--- src/hdl/sfx_pkg.sv ---
// ----------------------------------------------------------------------------
// sfx_pkg
// Shared types and constants for the SPI slave frame exchanger.
// ----------------------------------------------------------------------------
`default_nettype none

package sfx_pkg;

   localparam int MAX_FRAME_BYTES_DEF = 16;

   localparam int OPCODE_W    = 2;
   localparam int BYTE_W      = 8;
   localparam int INDEX_W     = 4;
   localparam int CFG_LEN_W   = 5;
   localparam int CSR_INDEX_W = 1;

   localparam logic [BYTE_W-1:0] START_BYTE = 8'hAC;
   localparam logic [BYTE_W-1:0] IDLE_BYTE  = 8'hFF;

   localparam logic [CFG_LEN_W-1:0] CFG_SEND_RESET = 5'd16;
   localparam logic [CFG_LEN_W-1:0] CFG_RECV_RESET = 5'd8;

   // command queue between front and back
   localparam int QUEUE_DEPTH = 2;
   localparam int QPTR_W      = 1;

   typedef enum logic [OPCODE_W-1:0] {
      OP_BYTE   = 2'd0,
      OP_LOAD   = 2'd1,
      OP_COMMIT = 2'd2
   } opcode_type;

   typedef enum logic [CSR_INDEX_W-1:0] {
      CSR_SEND_LEN = 1'b0,
      CSR_RECV_LEN = 1'b1
   } csr_index_type;

   typedef struct packed {
      opcode_type          opcode;
      logic [BYTE_W-1:0]   byte_value;
      logic [INDEX_W-1:0]  byte_index;
   } cmd_type;

   typedef enum logic [1:0] {
      ST_IDLE,
      ST_TX,
      ST_RX
   } back_state_type;

endpackage

`default_nettype wire

--- src/hdl/sfx_ram.sv ---
// ----------------------------------------------------------------------------
// sfx_ram
// Generic simple dual-port RAM, one write and one registered read port.
// ----------------------------------------------------------------------------
`default_nettype none

module sfx_ram #(
   parameter int WIDTH = 8,
   parameter int DEPTH = 16,
   parameter int AW    = (DEPTH > 1) ? $clog2(DEPTH) : 1
) (
   input  wire logic             clock,
   input  wire logic             wr_en,
   input  wire logic [AW-1:0]    wr_addr,
   input  wire logic [WIDTH-1:0] wr_data,
   input  wire logic             rd_en,
   input  wire logic [AW-1:0]    rd_addr,
   output logic      [WIDTH-1:0] rd_data
);

   logic [WIDTH-1:0] mem [DEPTH];

   always_ff @(posedge clock) begin
      if (wr_en) begin
         mem[wr_addr] <= wr_data;
      end
      if (rd_en) begin
         rd_data <= mem[rd_addr];
      end
   end

endmodule

`default_nettype wire

--- src/hdl/sfx_front.sv ---
// ----------------------------------------------------------------------------
// sfx_front
// Accepts request transactions, drops unused opcodes, queues commands.
// ----------------------------------------------------------------------------
`default_nettype none

module sfx_front (
   input  wire logic                         clock,
   input  wire logic                         reset,
   input  wire logic                         req_valid,
   output logic                              req_stall,
   input  wire logic [sfx_pkg::OPCODE_W-1:0] req_opcode,
   input  wire logic [sfx_pkg::BYTE_W-1:0]   req_byte_value,
   input  wire logic [sfx_pkg::INDEX_W-1:0]  req_byte_index,
   output logic                              q_valid,
   output sfx_pkg::cmd_type                  q_cmd,
   input  wire logic                         q_pop
);

   import sfx_pkg::*;

   cmd_type           slot_ff [QUEUE_DEPTH];
   logic [QPTR_W-1:0] wr_ptr_ff, wr_ptr_in;
   logic [QPTR_W-1:0] rd_ptr_ff, rd_ptr_in;
   logic [QPTR_W:0]   count_ff, count_in;
   logic              full;
   logic              known_op;
   logic              push;
   logic              pop;
   cmd_type           new_cmd;

   assign full      = (count_ff == (QPTR_W+1)'(QUEUE_DEPTH));
   assign req_stall = full;
   assign q_valid   = (count_ff != '0);
   assign q_cmd     = slot_ff[rd_ptr_ff];

   always_comb begin
      case (req_opcode)
         OP_BYTE, OP_LOAD, OP_COMMIT: known_op = 1'b1;
         default:                     known_op = 1'b0;
      endcase
   end

   assign new_cmd.opcode     = opcode_type'(req_opcode);
   assign new_cmd.byte_value = req_byte_value;
   assign new_cmd.byte_index = req_byte_index;

   assign push = req_valid && !full && known_op;
   assign pop  = q_pop && q_valid;

   always_comb begin
      wr_ptr_in = push ? wr_ptr_ff + 1'b1 : wr_ptr_ff;
      rd_ptr_in = pop  ? rd_ptr_ff + 1'b1 : rd_ptr_ff;
      count_in  = count_ff + (QPTR_W+1)'(push) - (QPTR_W+1)'(pop);
   end

   always_ff @(posedge clock) begin
      if (reset) begin
         wr_ptr_ff <= '0;
         rd_ptr_ff <= '0;
         count_ff  <= '0;
      end else begin
         wr_ptr_ff <= wr_ptr_in;
         rd_ptr_ff <= rd_ptr_in;
         count_ff  <= count_in;
      end
   end

   always_ff @(posedge clock) begin
      if (push) begin
         slot_ff[wr_ptr_ff] <= new_cmd;
      end
   end

endmodule

`default_nettype wire

--- src/hdl/sfx_back.sv ---
// ----------------------------------------------------------------------------
// sfx_back
// Executes queued commands: send banks, receive store, frame sequencing.
// ----------------------------------------------------------------------------
`default_nettype none

module sfx_back #(
   parameter int MAX_FRAME_BYTES = sfx_pkg::MAX_FRAME_BYTES_DEF
) (
   input  wire logic                          clock,
   input  wire logic                          reset,
   input  wire logic                          q_valid,
   input  wire sfx_pkg::cmd_type              q_cmd,
   output logic                               q_pop,
   input  wire logic [sfx_pkg::CFG_LEN_W-1:0] cfg_send_len,
   input  wire logic [sfx_pkg::CFG_LEN_W-1:0] cfg_recv_len,
   output logic                               rsp_valid,
   input  wire logic                          rsp_stall,
   output logic                               rsp_result_kind,
   output logic [sfx_pkg::BYTE_W-1:0]         rsp_result_byte,
   output logic [sfx_pkg::INDEX_W-1:0]        rsp_result_index,
   output logic                               rsp_frame_done,
   output logic                               rsp_last_of_run
);

   import sfx_pkg::*;

   localparam int PW         = (MAX_FRAME_BYTES > 1) ? $clog2(MAX_FRAME_BYTES) : 1;
   localparam int CW         = $clog2(MAX_FRAME_BYTES + 1);
   localparam int SAW        = PW + 1;
   localparam int SEND_DEPTH = 2 ** SAW;

   back_state_type      state_ff, state_in;
   logic [PW-1:0]       pos_ff, pos_in;
   logic                active_ff, active_in;
   logic                pending_ff, pending_in;
   logic [SEND_DEPTH-1:0]      send_vld_ff, send_vld_in;
   logic [MAX_FRAME_BYTES-1:0] rx_vld_ff, rx_vld_in;
   logic [PW-1:0]       cnt_ff, cnt_in;
   logic [CW-1:0]       nr_ff, nr_in;
   logic                idle_ff, idle_in;
   logic                tx_zero_ff, tx_zero_in;
   logic                end_ff, end_in;
   logic                tx_vld_ff, tx_vld_in;
   logic                rx_rd_vld_ff, rx_rd_vld_in;

   logic                rsp_valid_ff, rsp_valid_in;
   logic                kind_ff, kind_in;
   logic [BYTE_W-1:0]   byte_ff, byte_in;
   logic [INDEX_W-1:0]  index_ff, index_in;
   logic                done_ff, done_in;
   logic                last_ff, last_in;

   logic [CW-1:0]       ns, nr;
   logic [CW-1:0]       pos_w, pos_next;
   logic                out_free;
   logic                load_ok;

   logic                send_we, send_re;
   logic [SAW-1:0]      send_waddr, send_raddr;
   logic [BYTE_W-1:0]   send_rdata;
   logic                rx_we, rx_re;
   logic [PW-1:0]       rx_waddr, rx_raddr;
   logic [BYTE_W-1:0]   rx_rdata;

   sfx_ram #(.WIDTH(BYTE_W), .DEPTH(SEND_DEPTH), .AW(SAW)) u_send_ram (
      .clock   (clock),
      .wr_en   (send_we),
      .wr_addr (send_waddr),
      .wr_data (q_cmd.byte_value),
      .rd_en   (send_re),
      .rd_addr (send_raddr),
      .rd_data (send_rdata)
   );

   sfx_ram #(.WIDTH(BYTE_W), .DEPTH(MAX_FRAME_BYTES), .AW(PW)) u_rx_ram (
      .clock   (clock),
      .wr_en   (rx_we),
      .wr_addr (rx_waddr),
      .wr_data (q_cmd.byte_value),
      .rd_en   (rx_re),
      .rd_addr (rx_raddr),
      .rd_data (rx_rdata)
   );

   // effective lengths: send clamped to 1..max, receive saturated at send
   always_comb begin
      if (cfg_send_len == '0) begin
         ns = CW'(1);
      end else if (7'(cfg_send_len) > 7'(MAX_FRAME_BYTES)) begin
         ns = CW'(MAX_FRAME_BYTES);
      end else begin
         ns = CW'(cfg_send_len);
      end
      nr = (7'(cfg_recv_len) > 7'(ns)) ? ns : CW'(cfg_recv_len);
   end

   assign pos_w    = CW'(pos_ff);
   assign pos_next = pos_w + CW'(1);
   assign out_free = !rsp_valid_ff || !rsp_stall;
   assign load_ok  = 7'(q_cmd.byte_index) < 7'(MAX_FRAME_BYTES);

   assign q_pop      = (state_ff == ST_IDLE) && q_valid;
   assign send_raddr = {active_ff, pos_ff};
   assign send_waddr = {~active_ff, PW'(q_cmd.byte_index)};
   assign rx_waddr   = pos_ff - PW'(1);

   always_comb begin
      state_in     = state_ff;
      pos_in       = pos_ff;
      active_in    = active_ff;
      pending_in   = pending_ff;
      send_vld_in  = send_vld_ff;
      rx_vld_in    = rx_vld_ff;
      cnt_in       = cnt_ff;
      nr_in        = nr_ff;
      idle_in      = idle_ff;
      tx_zero_in   = tx_zero_ff;
      end_in       = end_ff;
      tx_vld_in    = tx_vld_ff;
      rx_rd_vld_in = rx_rd_vld_ff;
      rsp_valid_in = rsp_valid_ff && rsp_stall;
      kind_in      = kind_ff;
      byte_in      = byte_ff;
      index_in     = index_ff;
      done_in      = done_ff;
      last_in      = last_ff;
      send_we      = 1'b0;
      send_re      = 1'b0;
      rx_we        = 1'b0;
      rx_re        = 1'b0;
      rx_raddr     = '0;

      case (state_ff)
         ST_IDLE: begin
            if (q_valid) begin
               case (q_cmd.opcode)
                  OP_LOAD: begin
                     pending_in = 1'b0;
                     if (load_ok) begin
                        send_we                 = 1'b1;
                        send_vld_in[send_waddr] = 1'b1;
                     end
                  end
                  OP_COMMIT: begin
                     pending_in = 1'b1;
                  end
                  OP_BYTE: begin
                     state_in = ST_TX;
                     nr_in    = nr;
                     if (pos_ff == '0 && q_cmd.byte_value != START_BYTE) begin
                        idle_in = 1'b1;
                        end_in  = 1'b0;
                     end else begin
                        idle_in    = 1'b0;
                        send_re    = 1'b1;
                        tx_vld_in  = send_vld_ff[send_raddr];
                        tx_zero_in = pos_w >= ns;
                        if (pos_ff != '0 && pos_w <= nr) begin
                           rx_we               = 1'b1;
                           rx_vld_in[rx_waddr] = 1'b1;
                        end
                        if (pos_next >= ns) begin
                           end_in = 1'b1;
                           pos_in = '0;
                           if (pending_ff) begin
                              active_in  = ~active_ff;
                              pending_in = 1'b0;
                           end
                        end else begin
                           end_in = 1'b0;
                           pos_in = PW'(pos_next);
                        end
                     end
                  end
                  default: begin
                  end
               endcase
            end
         end

         ST_TX: begin
            if (out_free) begin
               rsp_valid_in = 1'b1;
               kind_in      = 1'b0;
               index_in     = '0;
               done_in      = end_ff;
               if (idle_ff) begin
                  byte_in = IDLE_BYTE;
               end else if (tx_zero_ff || !tx_vld_ff) begin
                  byte_in = '0;
               end else begin
                  byte_in = send_rdata;
               end
               if (end_ff && nr_ff != '0) begin
                  last_in      = 1'b0;
                  state_in     = ST_RX;
                  cnt_in       = '0;
                  rx_re        = 1'b1;
                  rx_raddr     = '0;
                  rx_rd_vld_in = rx_vld_ff[0];
               end else begin
                  last_in  = 1'b1;
                  state_in = ST_IDLE;
               end
            end
         end

         ST_RX: begin
            if (out_free) begin
               rsp_valid_in = 1'b1;
               kind_in      = 1'b1;
               byte_in      = rx_rd_vld_ff ? rx_rdata : '0;
               index_in     = INDEX_W'(cnt_ff);
               done_in      = 1'b0;
               if (CW'(cnt_ff) + CW'(1) == nr_ff) begin
                  last_in  = 1'b1;
                  state_in = ST_IDLE;
               end else begin
                  last_in      = 1'b0;
                  cnt_in       = cnt_ff + PW'(1);
                  rx_re        = 1'b1;
                  rx_raddr     = cnt_ff + PW'(1);
                  rx_rd_vld_in = rx_vld_ff[rx_raddr];
               end
            end
         end

         default: begin
            state_in = ST_IDLE;
         end
      endcase
   end

   always_ff @(posedge clock) begin
      if (reset) begin
         state_ff     <= ST_IDLE;
         pos_ff       <= '0;
         active_ff    <= 1'b0;
         pending_ff   <= 1'b0;
         send_vld_ff  <= '0;
         rx_vld_ff    <= '0;
         rsp_valid_ff <= 1'b0;
      end else begin
         state_ff     <= state_in;
         pos_ff       <= pos_in;
         active_ff    <= active_in;
         pending_ff   <= pending_in;
         send_vld_ff  <= send_vld_in;
         rx_vld_ff    <= rx_vld_in;
         rsp_valid_ff <= rsp_valid_in;
      end
   end

   always_ff @(posedge clock) begin
      cnt_ff       <= cnt_in;
      nr_ff        <= nr_in;
      idle_ff      <= idle_in;
      tx_zero_ff   <= tx_zero_in;
      end_ff       <= end_in;
      tx_vld_ff    <= tx_vld_in;
      rx_rd_vld_ff <= rx_rd_vld_in;
      kind_ff      <= kind_in;
      byte_ff      <= byte_in;
      index_ff     <= index_in;
      done_ff      <= done_in;
      last_ff      <= last_in;
   end

   assign rsp_valid        = rsp_valid_ff;
   assign rsp_result_kind  = kind_ff;
   assign rsp_result_byte  = byte_ff;
   assign rsp_result_index = index_ff;
   assign rsp_frame_done   = done_ff;
   assign rsp_last_of_run  = last_ff;

endmodule

`default_nettype wire

--- src/hdl/spi_slave_frame_exchanger.sv ---
// ----------------------------------------------------------------------------
// spi_slave_frame_exchanger
// SPI slave frame engine: start-byte framing, double-buffered send bank,
// receive store reported at the end of each frame.
// ----------------------------------------------------------------------------
//
//   Port group | Handshake          | Carries
//   -----------+--------------------+-----------------------------------------
//   req_       | req_valid/req_stall| opcode, byte_value, byte_index
//   rsp_       | rsp_valid/rsp_stall| kind, byte, index, frame_done, last
//   csr_       | csr_valid/csr_ready| register index, write data (5 bits)
//
// Flow: the front queues up to two commands, so requests are taken while
// the back is busy. In the back a load or commit is handled in ST_IDLE; a
// finished byte in a frame reads the send RAM, then replies in ST_TX, then one
// reply per reported received byte follows in ST_RX at frame end.
// Reset is synchronous; valid bits clear the stores at once, no clearing pass.
// A held rsp_stall freezes the back; the queue fills, then req_stall rises.
//
`default_nettype none

module spi_slave_frame_exchanger #(
   parameter int MAX_FRAME_BYTES = sfx_pkg::MAX_FRAME_BYTES_DEF
) (
   input  wire logic                            clock,
   input  wire logic                            reset,
   // request channel
   input  wire logic                            req_valid,
   output logic                                 req_stall,
   input  wire logic [sfx_pkg::OPCODE_W-1:0]    req_opcode,
   input  wire logic [sfx_pkg::BYTE_W-1:0]      req_byte_value,
   input  wire logic [sfx_pkg::INDEX_W-1:0]     req_byte_index,
   // response channel
   output logic                                 rsp_valid,
   input  wire logic                            rsp_stall,
   output logic                                 rsp_result_kind,
   output logic [sfx_pkg::BYTE_W-1:0]           rsp_result_byte,
   output logic [sfx_pkg::INDEX_W-1:0]          rsp_result_index,
   output logic                                 rsp_frame_done,
   output logic                                 rsp_last_of_run,
   // configuration write channel
   input  wire logic                            csr_valid,
   output logic                                 csr_ready,
   input  wire logic [sfx_pkg::CSR_INDEX_W-1:0] csr_index,
   input  wire logic [sfx_pkg::CFG_LEN_W-1:0]   csr_wdata
);

   import sfx_pkg::*;

   logic [CFG_LEN_W-1:0] send_len_ff, send_len_in;
   logic [CFG_LEN_W-1:0] recv_len_ff, recv_len_in;
   logic                 q_valid;
   logic                 q_pop;
   cmd_type              q_cmd;

   // registers always writable; user changes them only when idle, unchecked
   assign csr_ready = 1'b1;

   always_comb begin
      send_len_in = send_len_ff;
      recv_len_in = recv_len_ff;
      if (csr_valid) begin
         case (csr_index)
            CSR_SEND_LEN: send_len_in = csr_wdata;
            CSR_RECV_LEN: recv_len_in = csr_wdata;
            default: begin
            end
         endcase
      end
   end

   always_ff @(posedge clock) begin
      if (reset) begin
         send_len_ff <= CFG_SEND_RESET;
         recv_len_ff <= CFG_RECV_RESET;
      end else begin
         send_len_ff <= send_len_in;
         recv_len_ff <= recv_len_in;
      end
   end

   // front: take request transactions, drop unused opcodes, queue them
   sfx_front u_front (
      .clock          (clock),
      .reset          (reset),
      .req_valid      (req_valid),
      .req_stall      (req_stall),
      .req_opcode     (req_opcode),
      .req_byte_value (req_byte_value),
      .req_byte_index (req_byte_index),
      .q_valid        (q_valid),
      .q_cmd          (q_cmd),
      .q_pop          (q_pop)
   );

   // back: bank loads, commits, frame sequencing and the response register
   sfx_back #(.MAX_FRAME_BYTES(MAX_FRAME_BYTES)) u_back (
      .clock            (clock),
      .reset            (reset),
      .q_valid          (q_valid),
      .q_cmd            (q_cmd),
      .q_pop            (q_pop),
      .cfg_send_len     (send_len_ff),
      .cfg_recv_len     (recv_len_ff),
      .rsp_valid        (rsp_valid),
      .rsp_stall        (rsp_stall),
      .rsp_result_kind  (rsp_result_kind),
      .rsp_result_byte  (rsp_result_byte),
      .rsp_result_index (rsp_result_index),
      .rsp_frame_done   (rsp_frame_done),
      .rsp_last_of_run  (rsp_last_of_run)
   );

endmodule

`default_nettype wire
--- config.mk ---
export PLATFORM = sky130hd
export DESIGN_NAME = spi_slave_frame_exchanger
export DESIGN_NICKNAME = d
export VERILOG_FILES = /design/src/hdl/sfx_pkg.sv /design/src/hdl/sfx_ram.sv /design/src/hdl/sfx_front.sv /design/src/hdl/sfx_back.sv /design/src/hdl/spi_slave_frame_exchanger.sv
export SDC_FILE = /design/constraint.sdc
export NUM_CORES = 1
export LEC_CHECK = 0
export CORE_ASPECT_RATIO = 0.75
export CORE_MARGIN = 3
export CORE_UTILIZATION = 63
export CTS_BUF_LIST = sky130_fd_sc_hd__clkbuf_16
export CTS_CLUSTER_DIAMETER = 80
export CTS_CLUSTER_SIZE = 20
export DETAILED_ROUTE_END_ITERATION = 8
export DONT_BUFFER_PORTS = 1
export PLACE_DENSITY = 0.79
export REMOVE_ABC_BUFFERS = 1
export SLEW_MARGIN = 5
export SYNTH_ARGS = -nofsm -noshare
export SYNTH_HDL_FRONTEND = slang
export SYNTH_HIERARCHICAL = 1
export SYNTH_SLANG_ARGS = --single-unit
--- constraint.sdc ---
create_clock -name clock -period 5.3 [get_ports clock]
set_input_delay 1.06 -clock clock [delete_from_list [all_inputs] [get_ports clock]]
set_output_delay 1.06 -clock clock [all_outputs]
set_load 0.01 [all_outputs]
==> impl_results.md <==
- Syn_area_per_cell: 17.8 um2
- Num rows: 57
- Final Setup Violations: 0
- Leading cell type in the layout, fill and taps excluded: edfxtp_1
- Drt initial violations: 1425
- Slew Viols, Final: 0
- Post-synth cell types: 75
- Final Power: between 0.008 and 0.009 W
- Critical Path AT: between 5000 and 6000 ps
- DIE HEIGHT: 166 um
- Hold Crit Endpoint: u_back/send_vld_ff[14]
- Hold slack: 473 ps
- Slowest CP cell: nor2_1
- Commonest cells after routing, fill and taps aside: edfxtp_1, nor2_1, mux4_2, dfxtp_1, inv_1
- CP required: 5530 ps
- Total die area: 0.0365 mm2
- H-Tree Depth: 1
- Number of synthesized register bits: approximately 530
- Critical R2R Capture: u_back/u_rx_ram/mem[1][4]
- EDFF count, synth: 457
- Cells along the critical path: nor2b_1 > inv_1 > ha_1 > nor2b_1 > o31ai_1 > a21oi_2 > mux2i_1 > ha_1 > nor2b_1 > o211ai_1 > a21oi_1 > mux2i_1 > o311a_1 > or3b_2 > nor2_1
- Nets: 1264
- Cell family contributing the most delay on the critical path: simple AND/OR/NAND/NOR gates
- Power Dens Cells: 353 mW/mm2
- GRT Residual Overflow: 0
- Vias in the first global route: 11200
- Worst path bufs/invs: 1
- Initial core utilization: between 60 and 70%
- TritonCTS clock tree: built
- Crit Path Category: reg2reg
- Filler cells: 2060
- Status: finished, final reports clean
- Fmax: about 210 MHz
- R2r worst-path depth: 15
- Crit-path max cell delay: 560 ps
- FF-to-FF setup slack: 450 ps
- Global-route total usage across every layer: 25.0%
- Crit-path max FO: 10
- Routed wire per std cell: 26.7 um
- IO Port Bufs: 0
- Total Wirelength: 44800 um
- Most common cell type on the critical path: nor2b_1
- Worst Tran Pin Value: 1280 ps
- MaxCap Viol Count: 0
- Post-CTS Setup Inserts: 0
- Clock-pin slew on the worst setup and hold paths: 80 ps
- Clock skew: approximately 15 ps
- Initial antenna violation count: 0
- Final HPWL DP: 28100 um
- Final core occ: 69.2%
- FFs w/ async S/R, synth: 0%
- DR pass1 iterations: 5
- DRC: 0
- Share of cells above drive strength 1: 16.7%
- Max VDD drop: 0.000327 V
- First-pass GRT wire length: 68500 um
- Post-route ant nets: 0
- Die X: between 200 and 250 um
- Total CTS buffers: 30
- Unrepaired setup endpoints after global routing: false
- Slew HR: 14.4%
- Vias/cell: 6.75
- Clock Tree Root: clkbuf_16
- Setup TNS: 0 ps
- Cts hold-fix bufs: 0
- Startpoint types: flip-flop
- Seq/Total Area, Yosys: a little over two thirds
- Gpl congestion: between 0.8 and 0.9
- P&R area growth vs syn: 6.17%
- Clock buffer depth: 3
- Ys Warns: 6
- Area of the multi-input gates: 0.00595 mm2
- Leakage: 7.25 nW
- IO Pins: 43
- Min-delay src: u_back/send_vld_ff[14]
- Clock sink count: about 530
- Routed vias: 11300
- Hold/Removal Path Class: reg2reg
- Cell depth of the worst min-delay path: 2
- Register area: around 0.015 mm2
- RR Startpoint: send_len_ff[4]
- Post-CTS sizing: 0
- Fin crit period: 4850 ps
- Core area: 0.0330 mm2
- Main synth FF type: edfxtp_1
- Worst setup EP type: flip-flop
- Hold violation count in the final report: 0
- Largest net degree at the start of global routing: 72
- Clock latency on the worst-skew pair: approximately 600 ps
- Part of the cycle the worst path needs: around 90%
- Mapped Area: 0.0215 mm2
- Synth Instances: 1210
cells by family (layout without fill, tap and decap cells):
family,Yosys count,after routing,synth area share [%]
fa+ha+maj,28,28,1.63
simple gates,259,259,5.89
mux,163,163,15.4
xor+xnor,11,11,0.552
buf+inv,87,111,2.03
other cells,1,2,0.0174
flops,529,529,70.4
compound gates,132,132,4.03
cell type report:
type                    instances  area share (%)
diodes                          1          0.0109
flip-flops and latches        529            66.4
clock inverters                24           0.449
multi-input cells             594            26.0
repair buffers                 23           0.810
inverters                      33           0.542
well taps                     442            2.42
clock buffers                  31            3.39
worst register-to-register path, delay by kind of cell, from the launching register on:
kind,cells,cell delay [ps]
adders and majority gates,2,610
buffers and inverters,1,120
DFF,1,430
and+or+nand+nor,5,1610
AOI/OAI and AO/OA,5,1140
muxes,2,600
per-stage QoR:
step                      std cells  worst slack [ps]  area [um2]
after floorplan                1156             -1750       21200
after global placement         1621               766       22000
after detailed placement       1621               577       22000
after CTS                      1676               553       22900
after global routing           1676               102       22900
final                          1677               450       22900
registers in the layout, indices dropped and copies added (netlist names), 2 cells and up, named ones only:
| register | cells |
|---|---|
| u_back/u_rx_ram/rd_data | 8 |
| u_back/rx_vld_ff | 16 |
| u_back/send_vld_ff | 32 |
| u_back/nr_ff | 5 |
| u_front/count_ff | 2 |
| u_back/cnt_ff | 4 |
| u_back/rsp_result_byte | 8 |
| send_len_ff | 5 |
| u_back/rsp_result_index | 4 |
| u_back/u_send_ram/mem | 256 |
| u_back/pos_ff | 4 |
| recv_len_ff | 5 |
| u_back/u_send_ram/rd_data | 8 |
| u_front/slot_ff | 28 |
| u_back/u_rx_ram/mem | 128 |
| u_back/state_ff | 2 |
layer usage:
metal	track usage [%]	vias to the layer above	routed length [um]
li1	-	4789	-
met1	38.9	5892	18700
met2	38.1	575	21000
met3	4.41	65	4140
met4	5.32	0	1010
met5	0	-	0
how the worst max path moves through the flow:
stage                           from                         to  slack (ps)  cells after the start
floorplan           u_back/pos_ff[0]  u_back/u_rx_ram/mem[0][0]       -1750                      8
global route          send_len_ff[4]  u_back/u_rx_ram/mem[1][5]         100                     15
detailed placement    send_len_ff[4]  u_back/u_rx_ram/mem[1][4]         580                     15
global placement      send_len_ff[4]  u_back/u_rx_ram/mem[1][6]         770                     15
finish                send_len_ff[4]  u_back/u_rx_ram/mem[1][4]         450                     15
CTS                   send_len_ff[4]  u_back/u_rx_ram/mem[1][6]         550                     15
synth_stat cells (all sizes together), types with 9 or more instances:
cell | count | share of area [%]
clkbuf | 24 | 0.46
edfxtp | 457 | 64
buf | 27 | 0.85
a22oi | 16 | 0.56
ha | 28 | 1.6
nand2b | 15 | 0.44
mux4 | 127 | 14
a21oi | 51 | 1.2
inv | 32 | 0.56
nor3 | 15 | 0.40
nor2b | 12 | 0.38
a41oi | 9 | 0.40
nand3 | 13 | 0.33
nor2 | 121 | 2.1
o21ai | 17 | 0.40
mux2 | 25 | 1.3
nand2 | 41 | 0.71
mux2i | 11 | 0.51
dfxtp | 72 | 6.7
where the power goes:
part | total (W) | switching [W] | internal, W | leakage, nW
Sequential | 0.00496 | 0.0000800 | 0.00488 | 4.69
Combinational | 0.000806 | 0.000607 | 0.000199 | 2.05
Clock | 0.00232 | 0.00126 | 0.00106 | 0.511
Power figures use the tool's default switching activity.
